## src/rtl/rlfs_pkg.sv

```systemverilog
// Shared types and constants for the RGB LED fade/flash sequencer.
// Used by rlfs_seq, rlfs_scale and rgb_led_fade_flash_sequencer_core.
package rlfs_pkg;

    // Field widths fixed by the command format
    localparam int RGB_W    = 24;
    localparam int CH_W     = 8;
    localparam int PAUSE_W  = 16;
    localparam int OP_W     = 3;
    localparam int CFG_IDX_W = 1;

    // Command codes
    typedef enum logic [OP_W-1:0] {
        OP_TICK   = 3'd0,
        OP_SET    = 3'd1,
        OP_FADE   = 3'd2,
        OP_FLASH  = 3'd3,
        OP_FLASH2 = 3'd4
    } op_t;

    // Configuration register indexes
    localparam logic [CFG_IDX_W-1:0] CFG_OFF_LEVEL = 1'b0;
    localparam logic [CFG_IDX_W-1:0] CFG_ON_LEVEL  = 1'b1;

    // Sequence modes
    typedef enum logic [1:0] {
        MODE_IDLE   = 2'd0,
        MODE_FADE   = 2'd1,
        MODE_FLASH  = 2'd2,
        MODE_FLASH2 = 2'd3
    } mode_t;

    // Flash-twice phases
    typedef enum logic [1:0] {
        PH_SHOW1    = 2'd0,
        PH_RESTORE1 = 2'd1,
        PH_SHOW2    = 2'd2,
        PH_RESTORE2 = 2'd3
    } phase_t;

    // Per-result status carried down the pipeline
    typedef struct packed {
        logic busy;
        logic rejected;
    } status_t;

    // One fade step: the new colour and whether a channel moved
    typedef struct packed {
        logic             moved;
        logic [RGB_W-1:0] rgb;
    } fade_t;

    // Step one channel by one unit toward its target
    function automatic logic [CH_W-1:0] ch_step(input logic [CH_W-1:0] cur,
                                                input logic [CH_W-1:0] tgt);
        ch_step = (cur < tgt) ? cur + 8'd1 : cur - 8'd1;
    endfunction

    // Red first, then green, then blue
    function automatic fade_t fade_step(input logic [RGB_W-1:0] cur,
                                        input logic [RGB_W-1:0] tgt);
        fade_t res;
        res.moved = 1'b1;
        res.rgb   = cur;
        if (cur[23:16] != tgt[23:16]) begin
            res.rgb[23:16] = ch_step(cur[23:16], tgt[23:16]);
        end else if (cur[15:8] != tgt[15:8]) begin
            res.rgb[15:8] = ch_step(cur[15:8], tgt[15:8]);
        end else if (cur[7:0] != tgt[7:0]) begin
            res.rgb[7:0] = ch_step(cur[7:0], tgt[7:0]);
        end else begin
            res.moved = 1'b0;
        end
        fade_step = res;
    endfunction

endpackage

```

## src/rtl/rlfs_seq.sv

```systemverilog
// Command sequencer: colour state, fade/flash sequencing and the first
// result register. Depends on rlfs_pkg.
module rlfs_seq (
    input  logic                        clk,
    input  logic                        rst_n,
    input  logic                        load,
    input  logic [rlfs_pkg::OP_W-1:0]   operation,
    input  logic [rlfs_pkg::RGB_W-1:0]  color,
    input  logic [rlfs_pkg::PAUSE_W-1:0] pause,
    output logic [rlfs_pkg::RGB_W-1:0]  res_rgb,
    output rlfs_pkg::status_t           res_status
);
    import rlfs_pkg::*;

    logic [RGB_W-1:0]   current_rgb_reg, current_rgb_next;
    logic [RGB_W-1:0]   target_rgb_reg, target_rgb_next;
    logic [RGB_W-1:0]   saved_rgb_reg, saved_rgb_next;
    logic [RGB_W-1:0]   flash_rgb_reg, flash_rgb_next;
    mode_t              mode_reg, mode_next;
    phase_t             phase_reg, phase_next;
    logic [PAUSE_W-1:0] wait_reg, wait_next;
    logic [PAUSE_W-1:0] pause_reg, pause_next;
    logic               rej_next;
    logic               busy;
    fade_t              tick_step;
    fade_t              start_step;
    logic [RGB_W-1:0]   res_rgb_reg;
    status_t            res_status_reg;
    status_t            status_next;

    assign busy       = (mode_reg != MODE_IDLE);
    assign tick_step  = fade_step(current_rgb_reg, target_rgb_reg);
    assign start_step = fade_step(current_rgb_reg, color);

    // Next state
    always_comb
    begin
        current_rgb_next = current_rgb_reg;
        target_rgb_next  = target_rgb_reg;
        saved_rgb_next   = saved_rgb_reg;
        flash_rgb_next   = flash_rgb_reg;
        mode_next        = mode_reg;
        phase_next       = phase_reg;
        wait_next        = wait_reg;
        pause_next       = pause_reg;
        rej_next         = 1'b0;
        if (load) begin
            unique case (op_t'(operation))
                OP_TICK:
                begin
                    if (busy) begin
                        if (wait_reg > 16'd1) begin
                            wait_next = wait_reg - 16'd1;
                        end else begin
                            wait_next = '0;
                            unique case (mode_reg)
                                MODE_FADE:
                                begin
                                    if (tick_step.moved) begin
                                        current_rgb_next = tick_step.rgb;
                                        wait_next        = pause_reg;
                                    end else begin
                                        mode_next = MODE_IDLE;
                                    end
                                end
                                MODE_FLASH:
                                begin
                                    current_rgb_next = saved_rgb_reg;
                                    mode_next        = MODE_IDLE;
                                end
                                MODE_FLASH2:
                                begin
                                    unique case (phase_reg)
                                        PH_SHOW1:
                                        begin
                                            current_rgb_next = saved_rgb_reg;
                                            phase_next       = PH_RESTORE1;
                                            wait_next        = pause_reg;
                                        end
                                        PH_RESTORE1:
                                        begin
                                            current_rgb_next = flash_rgb_reg;
                                            phase_next       = PH_SHOW2;
                                            wait_next        = pause_reg;
                                        end
                                        PH_SHOW2:
                                        begin
                                            current_rgb_next = saved_rgb_reg;
                                            phase_next       = PH_RESTORE2;
                                            wait_next        = pause_reg;
                                        end
                                        default:
                                        begin
                                            phase_next = PH_SHOW1;
                                            mode_next  = MODE_IDLE;
                                        end
                                    endcase
                                end
                                default:
                                begin
                                    mode_next = MODE_IDLE;
                                end
                            endcase
                        end
                    end
                end
                OP_SET:
                begin
                    if (busy) begin
                        rej_next = 1'b1;
                    end else begin
                        current_rgb_next = color;
                    end
                end
                OP_FADE:
                begin
                    if (busy) begin
                        rej_next = 1'b1;
                    end else begin
                        target_rgb_next = color;
                        pause_next      = pause;
                        phase_next      = PH_SHOW1;
                        if (start_step.moved) begin
                            current_rgb_next = start_step.rgb;
                            mode_next        = MODE_FADE;
                            wait_next        = pause;
                        end
                    end
                end
                OP_FLASH, OP_FLASH2:
                begin
                    if (busy) begin
                        rej_next = 1'b1;
                    end else begin
                        flash_rgb_next   = color;
                        saved_rgb_next   = current_rgb_reg;
                        pause_next       = pause;
                        phase_next       = PH_SHOW1;
                        current_rgb_next = color;
                        wait_next        = pause;
                        mode_next = (op_t'(operation) == OP_FLASH) ? MODE_FLASH
                                                                   : MODE_FLASH2;
                    end
                end
                default:
                begin
                    // unused codes leave everything as is
                end
            endcase
        end
    end

    // Result status
    always_comb
    begin
        status_next.busy     = (mode_next != MODE_IDLE);
        status_next.rejected = rej_next;
    end

    // State registers
    always_ff @(posedge clk or negedge rst_n)
    begin
        if (!rst_n) begin
            current_rgb_reg <= '0;
            target_rgb_reg  <= '0;
            saved_rgb_reg   <= '0;
            flash_rgb_reg   <= '0;
            mode_reg        <= MODE_IDLE;
            phase_reg       <= PH_SHOW1;
            wait_reg        <= '0;
            pause_reg       <= '0;
        end else begin
            current_rgb_reg <= current_rgb_next;
            target_rgb_reg  <= target_rgb_next;
            saved_rgb_reg   <= saved_rgb_next;
            flash_rgb_reg   <= flash_rgb_next;
            mode_reg        <= mode_next;
            phase_reg       <= phase_next;
            wait_reg        <= wait_next;
            pause_reg       <= pause_next;
        end
    end

    // First result stage
    always_ff @(posedge clk)
    begin
        if (load) begin
            res_rgb_reg    <= current_rgb_next;
            res_status_reg <= status_next;
        end
    end

    assign res_rgb    = res_rgb_reg;
    assign res_status = res_status_reg;

endmodule

```

## src/rtl/rlfs_scale.sv

```systemverilog
// Two-stage PWM level scaling for one colour channel:
// off + ch*(on-off)/255 truncated toward zero. Depends on rlfs_pkg.
module rlfs_scale #(
    parameter int PWM_BITS = 10
) (
    input  logic                      clk,
    input  logic                      load_mul,
    input  logic                      load_out,
    input  logic [rlfs_pkg::CH_W-1:0] ch,
    input  logic [PWM_BITS-1:0]       off_level,
    input  logic [PWM_BITS-1:0]       on_level,
    output logic [PWM_BITS-1:0]       level
);
    import rlfs_pkg::*;

    // floor(m/255) = (m*RECIP) >> RS, exact for m < 255*2**PWM_BITS
    localparam int MW = PWM_BITS + CH_W;
    localparam int RS = PWM_BITS + 16;
    localparam int CW = RS - 7;
    localparam int PW = MW + CW;
    localparam longint unsigned RECIP_L = ((64'd1 << RS) + 64'd254) / 64'd255;
    localparam logic [CW-1:0] RECIP = RECIP_L[CW-1:0];

    logic [PWM_BITS:0]   span;
    logic [PWM_BITS-1:0] mag;
    logic [MW-1:0]       m_reg, m_next;
    logic                neg_reg, neg_next;
    logic [PW-1:0]       prod;
    logic [PWM_BITS-1:0] quo;
    logic [PWM_BITS-1:0] level_reg, level_next;

    // Stage 1: channel times span magnitude
    assign span     = {1'b0, on_level} - {1'b0, off_level};
    assign neg_next = span[PWM_BITS];
    assign mag      = neg_next ? PWM_BITS'(-span) : span[PWM_BITS-1:0];
    assign m_next   = MW'(ch) * MW'(mag);

    always_ff @(posedge clk)
    begin
        if (load_mul) begin
            m_reg   <= m_next;
            neg_reg <= neg_next;
        end
    end

    // Stage 2: divide by 255 via reciprocal, apply sign, add offset
    assign prod       = PW'(m_reg) * PW'(RECIP);
    assign quo        = prod[RS +: PWM_BITS];
    assign level_next = neg_reg ? off_level - quo : off_level + quo;

    always_ff @(posedge clk)
    begin
        if (load_out) begin
            level_reg <= level_next;
        end
    end

    assign level = level_reg;

endmodule

```

## src/rtl/rgb_led_fade_flash_sequencer_core.sv

```systemverilog
// Top level of the RGB LED fade/flash sequencer: handshake pipeline,
// configuration registers. Depends on rlfs_pkg, rlfs_seq, rlfs_scale.

// One result per input transfer; out_valid rises once the transfer
// has passed the input, multiply and divide stage registers. A new
// command or tick is taken every cycle unless all stages stall. The colour
// state updates in the input stage, then each channel goes through a
// multiply stage (channel times level span) and a reciprocal divide-by-255
// stage into the output register. Each stage stalls only when the one
// after it is full, so input keeps flowing while a result waits.
// pwm_off_level and pwm_on_level are written at index 0 and 1 and must
// only be changed while no transfer is in flight.
module rgb_led_fade_flash_sequencer_core #(
    parameter int PWM_BITS = 10
) (
    input  logic                          clk,
    input  logic                          rst_n,
    // command channel
    input  logic                          in_valid,
    output logic                          in_ready,
    input  logic [rlfs_pkg::OP_W-1:0]     operation,
    input  logic [rlfs_pkg::RGB_W-1:0]    color,
    input  logic [rlfs_pkg::PAUSE_W-1:0]  pause,
    // result channel
    output logic                          out_valid,
    input  logic                          out_ready,
    output logic [PWM_BITS-1:0]           red_drive,
    output logic [PWM_BITS-1:0]           green_drive,
    output logic [PWM_BITS-1:0]           blue_drive,
    output logic                          busy_res,
    output logic                          rejected,
    // configuration channel
    input  logic                          cfg_valid,
    output logic                          cfg_ready,
    input  logic [rlfs_pkg::CFG_IDX_W-1:0] cfg_index,
    input  logic [PWM_BITS-1:0]           cfg_data
);
    import rlfs_pkg::*;

    logic                v1_reg, v1_next;
    logic                v2_reg, v2_next;
    logic                v3_reg, v3_next;
    logic                rdy1, rdy2, rdy3;
    logic                load1, load2, load3;
    logic [PWM_BITS-1:0] off_reg, on_reg;
    logic [RGB_W-1:0]    s1_rgb;
    status_t             s1_status;
    status_t             st2_reg, st3_reg;

    // Pipeline flow control
    assign rdy3     = !v3_reg || out_ready;
    assign rdy2     = !v2_reg || rdy3;
    assign rdy1     = !v1_reg || rdy2;
    assign in_ready = rdy1;
    assign load1    = in_valid && in_ready;
    assign load2    = v1_reg && rdy2;
    assign load3    = v2_reg && rdy3;
    assign v1_next  = load1 || (v1_reg && !rdy2);
    assign v2_next  = load2 || (v2_reg && !rdy3);
    assign v3_next  = load3 || (v3_reg && !out_ready);

    always_ff @(posedge clk or negedge rst_n)
    begin
        if (!rst_n) begin
            v1_reg <= 1'b0;
            v2_reg <= 1'b0;
            v3_reg <= 1'b0;
        end else begin
            v1_reg <= v1_next;
            v2_reg <= v2_next;
            v3_reg <= v3_next;
        end
    end

    // Configuration registers
    assign cfg_ready = 1'b1;

    always_ff @(posedge clk or negedge rst_n)
    begin
        if (!rst_n) begin
            off_reg <= '0;
            on_reg  <= '1;
        end else if (cfg_valid && cfg_ready) begin
            unique case (cfg_index)
                CFG_OFF_LEVEL: off_reg <= cfg_data;
                CFG_ON_LEVEL:  on_reg  <= cfg_data;
                default:       ;
            endcase
        end
    end

    // Sequencer and first result stage
    rlfs_seq u_seq (
        .clk        (clk),
        .rst_n      (rst_n),
        .load       (load1),
        .operation  (operation),
        .color      (color),
        .pause      (pause),
        .res_rgb    (s1_rgb),
        .res_status (s1_status)
    );

    // Status travels alongside the scaling stages
    always_ff @(posedge clk)
    begin
        if (load2) begin
            st2_reg <= s1_status;
        end
        if (load3) begin
            st3_reg <= st2_reg;
        end
    end

    // Per-channel level scaling
    rlfs_scale #(.PWM_BITS(PWM_BITS)) u_scale_red (
        .clk       (clk),
        .load_mul  (load2),
        .load_out  (load3),
        .ch        (s1_rgb[23:16]),
        .off_level (off_reg),
        .on_level  (on_reg),
        .level     (red_drive)
    );

    rlfs_scale #(.PWM_BITS(PWM_BITS)) u_scale_green (
        .clk       (clk),
        .load_mul  (load2),
        .load_out  (load3),
        .ch        (s1_rgb[15:8]),
        .off_level (off_reg),
        .on_level  (on_reg),
        .level     (green_drive)
    );

    rlfs_scale #(.PWM_BITS(PWM_BITS)) u_scale_blue (
        .clk       (clk),
        .load_mul  (load2),
        .load_out  (load3),
        .ch        (s1_rgb[7:0]),
        .off_level (off_reg),
        .on_level  (on_reg),
        .level     (blue_drive)
    );

    assign out_valid = v3_reg;
    assign busy_res  = st3_reg.busy;
    assign rejected  = st3_reg.rejected;

    // A dropped command leaves the running sequence in place
    assert property (@(posedge clk) disable iff (!rst_n)
        (out_valid && rejected) |-> busy_res)
        else $error("rejected result without busy");

    // A full, stalled pipeline takes no new transfer
    assert property (@(posedge clk) disable iff (!rst_n)
        (v1_reg && v2_reg && v3_reg && !out_ready) |-> !in_ready)
        else $error("input taken while pipeline full");

    // A result stalled at the output is not lost
    assert property (@(posedge clk) disable iff (!rst_n)
        (v3_reg && !out_ready) |=> v3_reg)
        else $error("stalled result dropped");

    // Stage two is loaded only when it is free or draining
    assert property (@(posedge clk) disable iff (!rst_n)
        load2 |-> (!v2_reg || load3))
        else $error("stage two overwritten");

endmodule
```

## config.mk

```make
export PLATFORM = sky130hd
export DESIGN_NAME = rgb_led_fade_flash_sequencer_core
export DESIGN_NICKNAME = d
export VERILOG_FILES = /design/src/rtl/rlfs_pkg.sv /design/src/rtl/rlfs_seq.sv /design/src/rtl/rlfs_scale.sv /design/src/rtl/rgb_led_fade_flash_sequencer_core.sv
export SDC_FILE = /design/constraint.sdc
export NUM_CORES = 2
export LEC_CHECK = 0
export BUFFER_PORTS_ARGS = -buffer_cell sky130_fd_sc_hd__buf_2
export CAP_MARGIN = 20
export CORE_MARGIN = 5
export CORE_UTILIZATION = 37
export DETAILED_ROUTE_END_ITERATION = 8
export GPL_TIMING_DRIVEN = 0
export PLACE_DENSITY = 0.52
export SYNTH_ARGS = -nofsm -noshare
export SYNTH_HDL_FRONTEND = slang
export SYNTH_SLANG_ARGS = --single-unit
```

## constraint.sdc

```tcl
create_clock -name clk -period 8 [get_ports clk]
set_clock_uncertainty 0.1 [all_clocks]
set_input_delay 1.2 -clock clk [delete_from_list [all_inputs] [get_ports clk]]
set_output_delay 1.2 -clock clk [all_outputs]
set_load 0.1 [all_outputs]
```

### After elaboration in Yosys (flattened, before gate mapping)

Index checks and enable logic that the tools add are counted.

| storage, ports and cells | value |
|---|---|
| flip-flop bits (word level) | 270 |
| latch bits | 0 |
| memory bits (writable) | 0 |
| ROM bits | 0 |
| memories | 0 |

| cells by class | value |
|---|---|
| add/sub/neg operators | 15 |
| multiply operators | 6 |
| div/mod/pow operators | 0 |
| $lt $le $gt $ge | 7 |
| equality and inequality tests | 22 |
| shift-type cells | 0 |
| multiplexer cells | 63 |
| bitwise operators | 2 |
| reductions and logical operators | 37 |

Operators with widths:

| operator | number |
|---|---|
| $mux W24 | 7 |
| $mux W16 | 9 |
| $pmux W24 S3 | 2 |
| $mux W8 | 14 |
| $mul A18 B19 Y36 const B | 3 |
| $mul A8 B10 Y18 | 3 |
| $lt A8 B8 Y1 | 6 |
| $ne A8 B8 Y1 | 6 |
| $pmux W16 S3 | 1 |
| $pmux W24 S2 | 1 |
| $mux W10 | 4 |
| $pmux W16 S2 | 1 |
| $add A10 B10 Y10 | 3 |
| $sub A10 B10 Y10 | 3 |
| $add A8 B1 Y8 const B | 3 |
| $mux W2 | 12 |
| $sub A8 B1 Y8 const B | 3 |
| $gt A16 B1 Y1 const B | 1 |
| $sub A16 B1 Y16 const B | 1 |
| $pmux W2 S3 | 2 |
| $reduce_and A6 Y1 | 2 |
| $sub A10 B10 Y11 | 1 |
| $neg A10 Y10 | 1 |
| $reduce_and A3 Y1 | 3 |
| 21 further kinds | 60 |

### Longest topological paths before layout

| logic depth | value |
|---|---|
| depth in word-level cells | 11 |
| mapped depth | 35 |
| depth with buffers taken out | 33 |

### Cells and area by module

From an unflattened synthesis, not the netlist that was laid out.

| unflattened totals | value |
|---|---|
| cell total of the unflattened synthesis | 3,483 |
| area, all modules | 31,900.6 um^2 |

By module, submodules not included:

| module | times used | cells each | area each (um^2) | sequential area each (um^2) |
|---|---|---|---|---|
| rlfs_seq | 1 | 1,195 | 10,435.0 | 4,083.9 |
| rlfs_scale (u_scale_green) | 1 | 753 | 6,915.4 | 870.8 |
| rlfs_scale (u_scale_blue) | 1 | 737 | 6,772.7 | 870.8 |
| rlfs_scale (u_scale_red) | 1 | 737 | 6,741.5 | 870.8 |
| rgb_led_fade_flash_sequencer_core | 1 | 61 | 1,036.0 | 708.2 |

### Least setup slack after synthesis

Ideal clock, no wire load.

| timing path | value |
|---|---|
| path kind | reg-to-reg |
| from | register off_reg[1] |
| to | register u_scale_red.m_reg[17] (data pin) |
| data arrival time | 6.955 ns |
| required time | 7.644 ns |
| setup slack | 0.689 ns |
| stages on the path, launching flop included | 31 |
| path buffers | 2 |
| period minus slack after synthesis | 7.311 ns |
| cells stage by stage | dfrtp_1 inv_1 fa_1 a21o_1 a21oi_2 o21bai_1 a21oi_1 o21ai_1 a21o_1 a21oi_1 buf_2 nand2_1 xnor2_1 buf_2 nand2_1 fa_1 fa_1 inv_1 fa_1 inv_1 fa_1 inv_1 ha_1 a21boi_1 o21ai_0 a21oi_1 o2111ai_1 nand3_1 or4_1 a2111o_1 o211a_1 |

| between the ends | value |
|---|---|
| elaborated cells on any way between the ends | 4 |
| those cells by class | add/sub (2); mul (1); mux (1) |

RTL lines:

| element | RTL line | RTL |
|---|---|---|
| start: declaration | rgb_led_fade_flash_sequencer_core.sv:45 | `logic [PWM_BITS-1:0] off_reg, on_reg;` |
| start signal: assignment | rgb_led_fade_flash_sequencer_core.sv:85 | `CFG_OFF_LEVEL: off_reg <= cfg_data;` |
| $sub A10 B10 Y11 | - |  |
| net u_scale_blue.span[10] | rlfs_scale.sv:24 | `logic [PWM_BITS:0] span;` |
| $mux W10 | rlfs_scale.sv:35 | `assign mag = neg_next ? PWM_BITS'(-span) : span[PWM_BITS-1:0];` |
| $mul A8 B10 Y18 | rlfs_scale.sv:36 | `assign m_next = MW'(ch) * MW'(mag);` |
| net u_scale_red.m_next[17] | rlfs_scale.sv:26 | `logic [MW-1:0] m_reg, m_next;` |
| end signal: assignment | rlfs_scale.sv:41 | `m_reg <= m_next;` |
| end: declaration | rlfs_scale.sv:26 |  |

The timed path passes the listed nets, and every way through them passes these cells.
A chain may end at the register's enable or synchronous reset.

### Worst setup path in the final report

| timing path | value |
|---|---|
| from | register off_reg[0] |
| to | register u_scale_red.m_reg[16] (data pin) |

The elaborated chain is that of the path after synthesis.

==> run_results.csv <==
group,metric,value,unit
status,outcome,"complete, no violations",
sta,fin_crit_sh,0.949,
global_routing,grt_pass1_wl,135,mm
sta,max_slew_margin,0.309,
final_layout,fin_area,0.0335,mm²
critical_path,critPathMaxFanout,10,
sta,rsz0062_at_grt,"true",
floorplanning,num_rows,105,
placed_design,gp_congestion,0.929,
yosys,ys_ff_latch,270,
critical_path,path_buf_inv,4,
sta,fmax,132,MHz
floorplanning,core_area,0.0817,mm²
detailed_routing,routedWlPerCell,18.9,µm
global_routing,gr-usage-all-layers,0.194,
cts,cts_made_buffers,35,
yosys,synthArstFlopShare,0.574,
yosys,synth_top_area_frac,0.206,
critical_path,reg2reg_depth,28,
floorplanning,io-pin-count,94,
detailed_routing,vias,23708,
global_routing,first_global_vias,24052,
yosys,synthFlopType,"dfrtp_1",
detailed_routing,viasPerCell,5.27,
cts,clk_pin_slew,0.06,ns
detailed_routing,drt_iter0_drc,1291,
critical_path,path_depth,28,
cts,clockBufferDepth,3,
floorplanning,start_util,0.371,
hold_path,min-delay-path-class,"reg -> reg",
sta,hold_violations,0,
cts,cts_sinks,270,
yosys,syn_area_per_cell,9.29,µm²
critical_path,worst-endpoint-arrival,7.82,ns
critical_path,worstSetupPathType,"reg -> reg",
sta,finalMaxSlewViolations,0,
global_routing,antenna_found_initial,0,
floorplanning,die_x,296,µm
cts,insertion_delay,0.57,ns
critical_path,crit_family,"adder cells",
placed_design,post-dp-hpwl,68.7,mm
critical_path,slowest_stage,"xnor2_1",
hold_path,whs_path_depth,0,
yosys,netlist_area,0.0303,mm²
sta,fin_crit,7.60,ns
sta,setup_viol,0,
critical_path,cp-start-kind,"flop",
yosys,synthesis.nets,4009,
final_layout,drive_above_1_share,0.0927,
floorplanning,die_h,296,µm
yosys,synth_cells,3263,
yosys,synth.largest_area_cell,"ha_1",
yosys,ys_top_cells_by_area,"ha_1 (21%), fa_1 (12%), dfrtp_1 (12%)",
sta,tightest_slew,1.03,ns
floorplanning,dieArea,0.0877,mm²
cts,cts_tree,"built",
final_layout,final_nets,4151,
final_layout,antennaDiodeCount,0,
cts,h-tree-depth,2,
flow_run,maxCapViolCount,0,
global_routing,overflow,0,
detailed_routing,firstDrtPassIters,5,
detailed_routing,ant_nets,0,
critical_path,crit_top_cell,"fa_1",
yosys,ys_seq_area_frac,0.242,
cts,postCtsHoldBufs,0,
yosys,synth_edf_count,115,
critical_path,worst_ep_required_time,8.22,ns
cts,cts_root_buffer,"clkbuf_16",
global_routing,grt_start_max_net_pins,90,
placed_design,dpl_cell_area,0.0322,mm²
yosys,ys_warn_count,0,
final_layout,area_delta_synth_final,10.7,%
critical_path,end_kind,"flop",
detailed_routing,drc,0,
detailed_routing,drt_wl_total,85.0,mm
placed_design,io_buffers,91,
yosys,yosysUniqueCellTypes,104,
critical_path,max_stage_delay,0.66,ns
-- layer usage --
metal	up-vias	global-route usage	wire length (µm)
li1	11596	-	-
met1	11476	0.254	38100
met2	505	0.343	41400
met3	131	0.0210	3080
met4	0	0.0527	2390
met5	-	0	0
-- layout by cell type, fill, tap and decap left out, types with 81 or more instances in the layout --
cell type  instances
clkbuf_1         100
and2_1           136
inv_1            399
a21oi_1          166
buf_2            100
edfxtp_1         115
nand2_1          305
fa_1             187
dfrtp_1          144
o21ai_0          168
xnor2_1           81
nor2_1           148
ha_1             500
-- Yosys cell counts, types with 59 or more instances --
master,instances
a21oi_1,167
and2_1,138
clkbuf_1,99
dfrtp_1,145
edfxtp_1,115
fa_1,187
ha_1,500
inv_1,399
nand2_1,305
nor2_1,148
nor3_1,59
o21ai_0,170
xnor2_1,87
-- worst register-to-register path: cells and delay by family (launching register included) --
| family | cells | cell delay [ns] |
|---|---|---|
| AOI/OAI and AO/OA | 13 | 2.16 |
| xor gates and xnor gates | 2 | 0.74 |
| adders and majority gates | 7 | 2.95 |
| buffers and inverters | 4 | 0.71 |
| DFF | 1 | 0.38 |
| and+or+nand+nor | 2 | 0.32 |
-- cells by family after synthesis --
group                    count (synthesis)  synth area share
AO/OA/AOI/OAI                          643             0.139
XOR/XNOR                               134            0.0390
adder cells (fa/ha/maj)                687             0.330
buffers and inverters                  527            0.0661
flip-flops                             270             0.242
multiplexers                            99            0.0355
other                                    1          0.000124
AND/OR/NAND/NOR                        902             0.148
-- area by class of cell --
type / instances / area [µm²]
fill: 8295 / 48200
multi-input combinational: 2466 / 21100
sequential: 270 / 7350
inverter: 399 / 1500
tap: 1070 / 1340
clock buffer: 43 / 916
timing repair buffer: 105 / 621
buffer: 128 / 541
clock inverter: 21 / 208
-- path summary, 6_finish.rpt --
path,from,to,slack [ns]
max,off_reg[0],u_scale_red.m_reg[16],0.40
max in group asynchronous,rst_n,u_seq.current_rgb_reg[18],6.43
max reg2reg,off_reg[0],u_scale_red.m_reg[16],0.40
min,u_seq.res_status[1],st2_reg[1],0.31
min in group asynchronous,rst_n,u_seq.wait_reg[10],0.48
min reg2reg,u_seq.res_status[1],st2_reg[1],0.31
-- through the flow --
stage / setup TNS, ns / utilization / hold slack, ns / instances / setup slack, ns
detailed placement: -5.07 / 0.394 / 0.307 / 4426 / -0.886
finish: 0 / 0.410 / 0.314 / 4502 / 0.404
global route: -0.0548 / 0.410 / 0.311 / 4502 / -0.0363
floorplan: 0 / - / 0.300 / 3263 / 0.689
global placement: -4.09 / 0.393 / 0.301 / 4424 / -0.787
CTS: 0 / 0.409 / 0.305 / 4493 / 0.111
-- repair_timing --
| item | 4_1_cts | 5_1_grt |
|---|---|---|
| pin swaps | 1 | 1 |
| gates resized for setup | 17 | 24 |
| setup buffers | 3 | 7 |
| endpoints found under the setup margin | 16 | 9 |
Power is left out: the tool's default activity adds up to more than one toggle a clock period on the data nets, which glitch-free logic cannot reach.
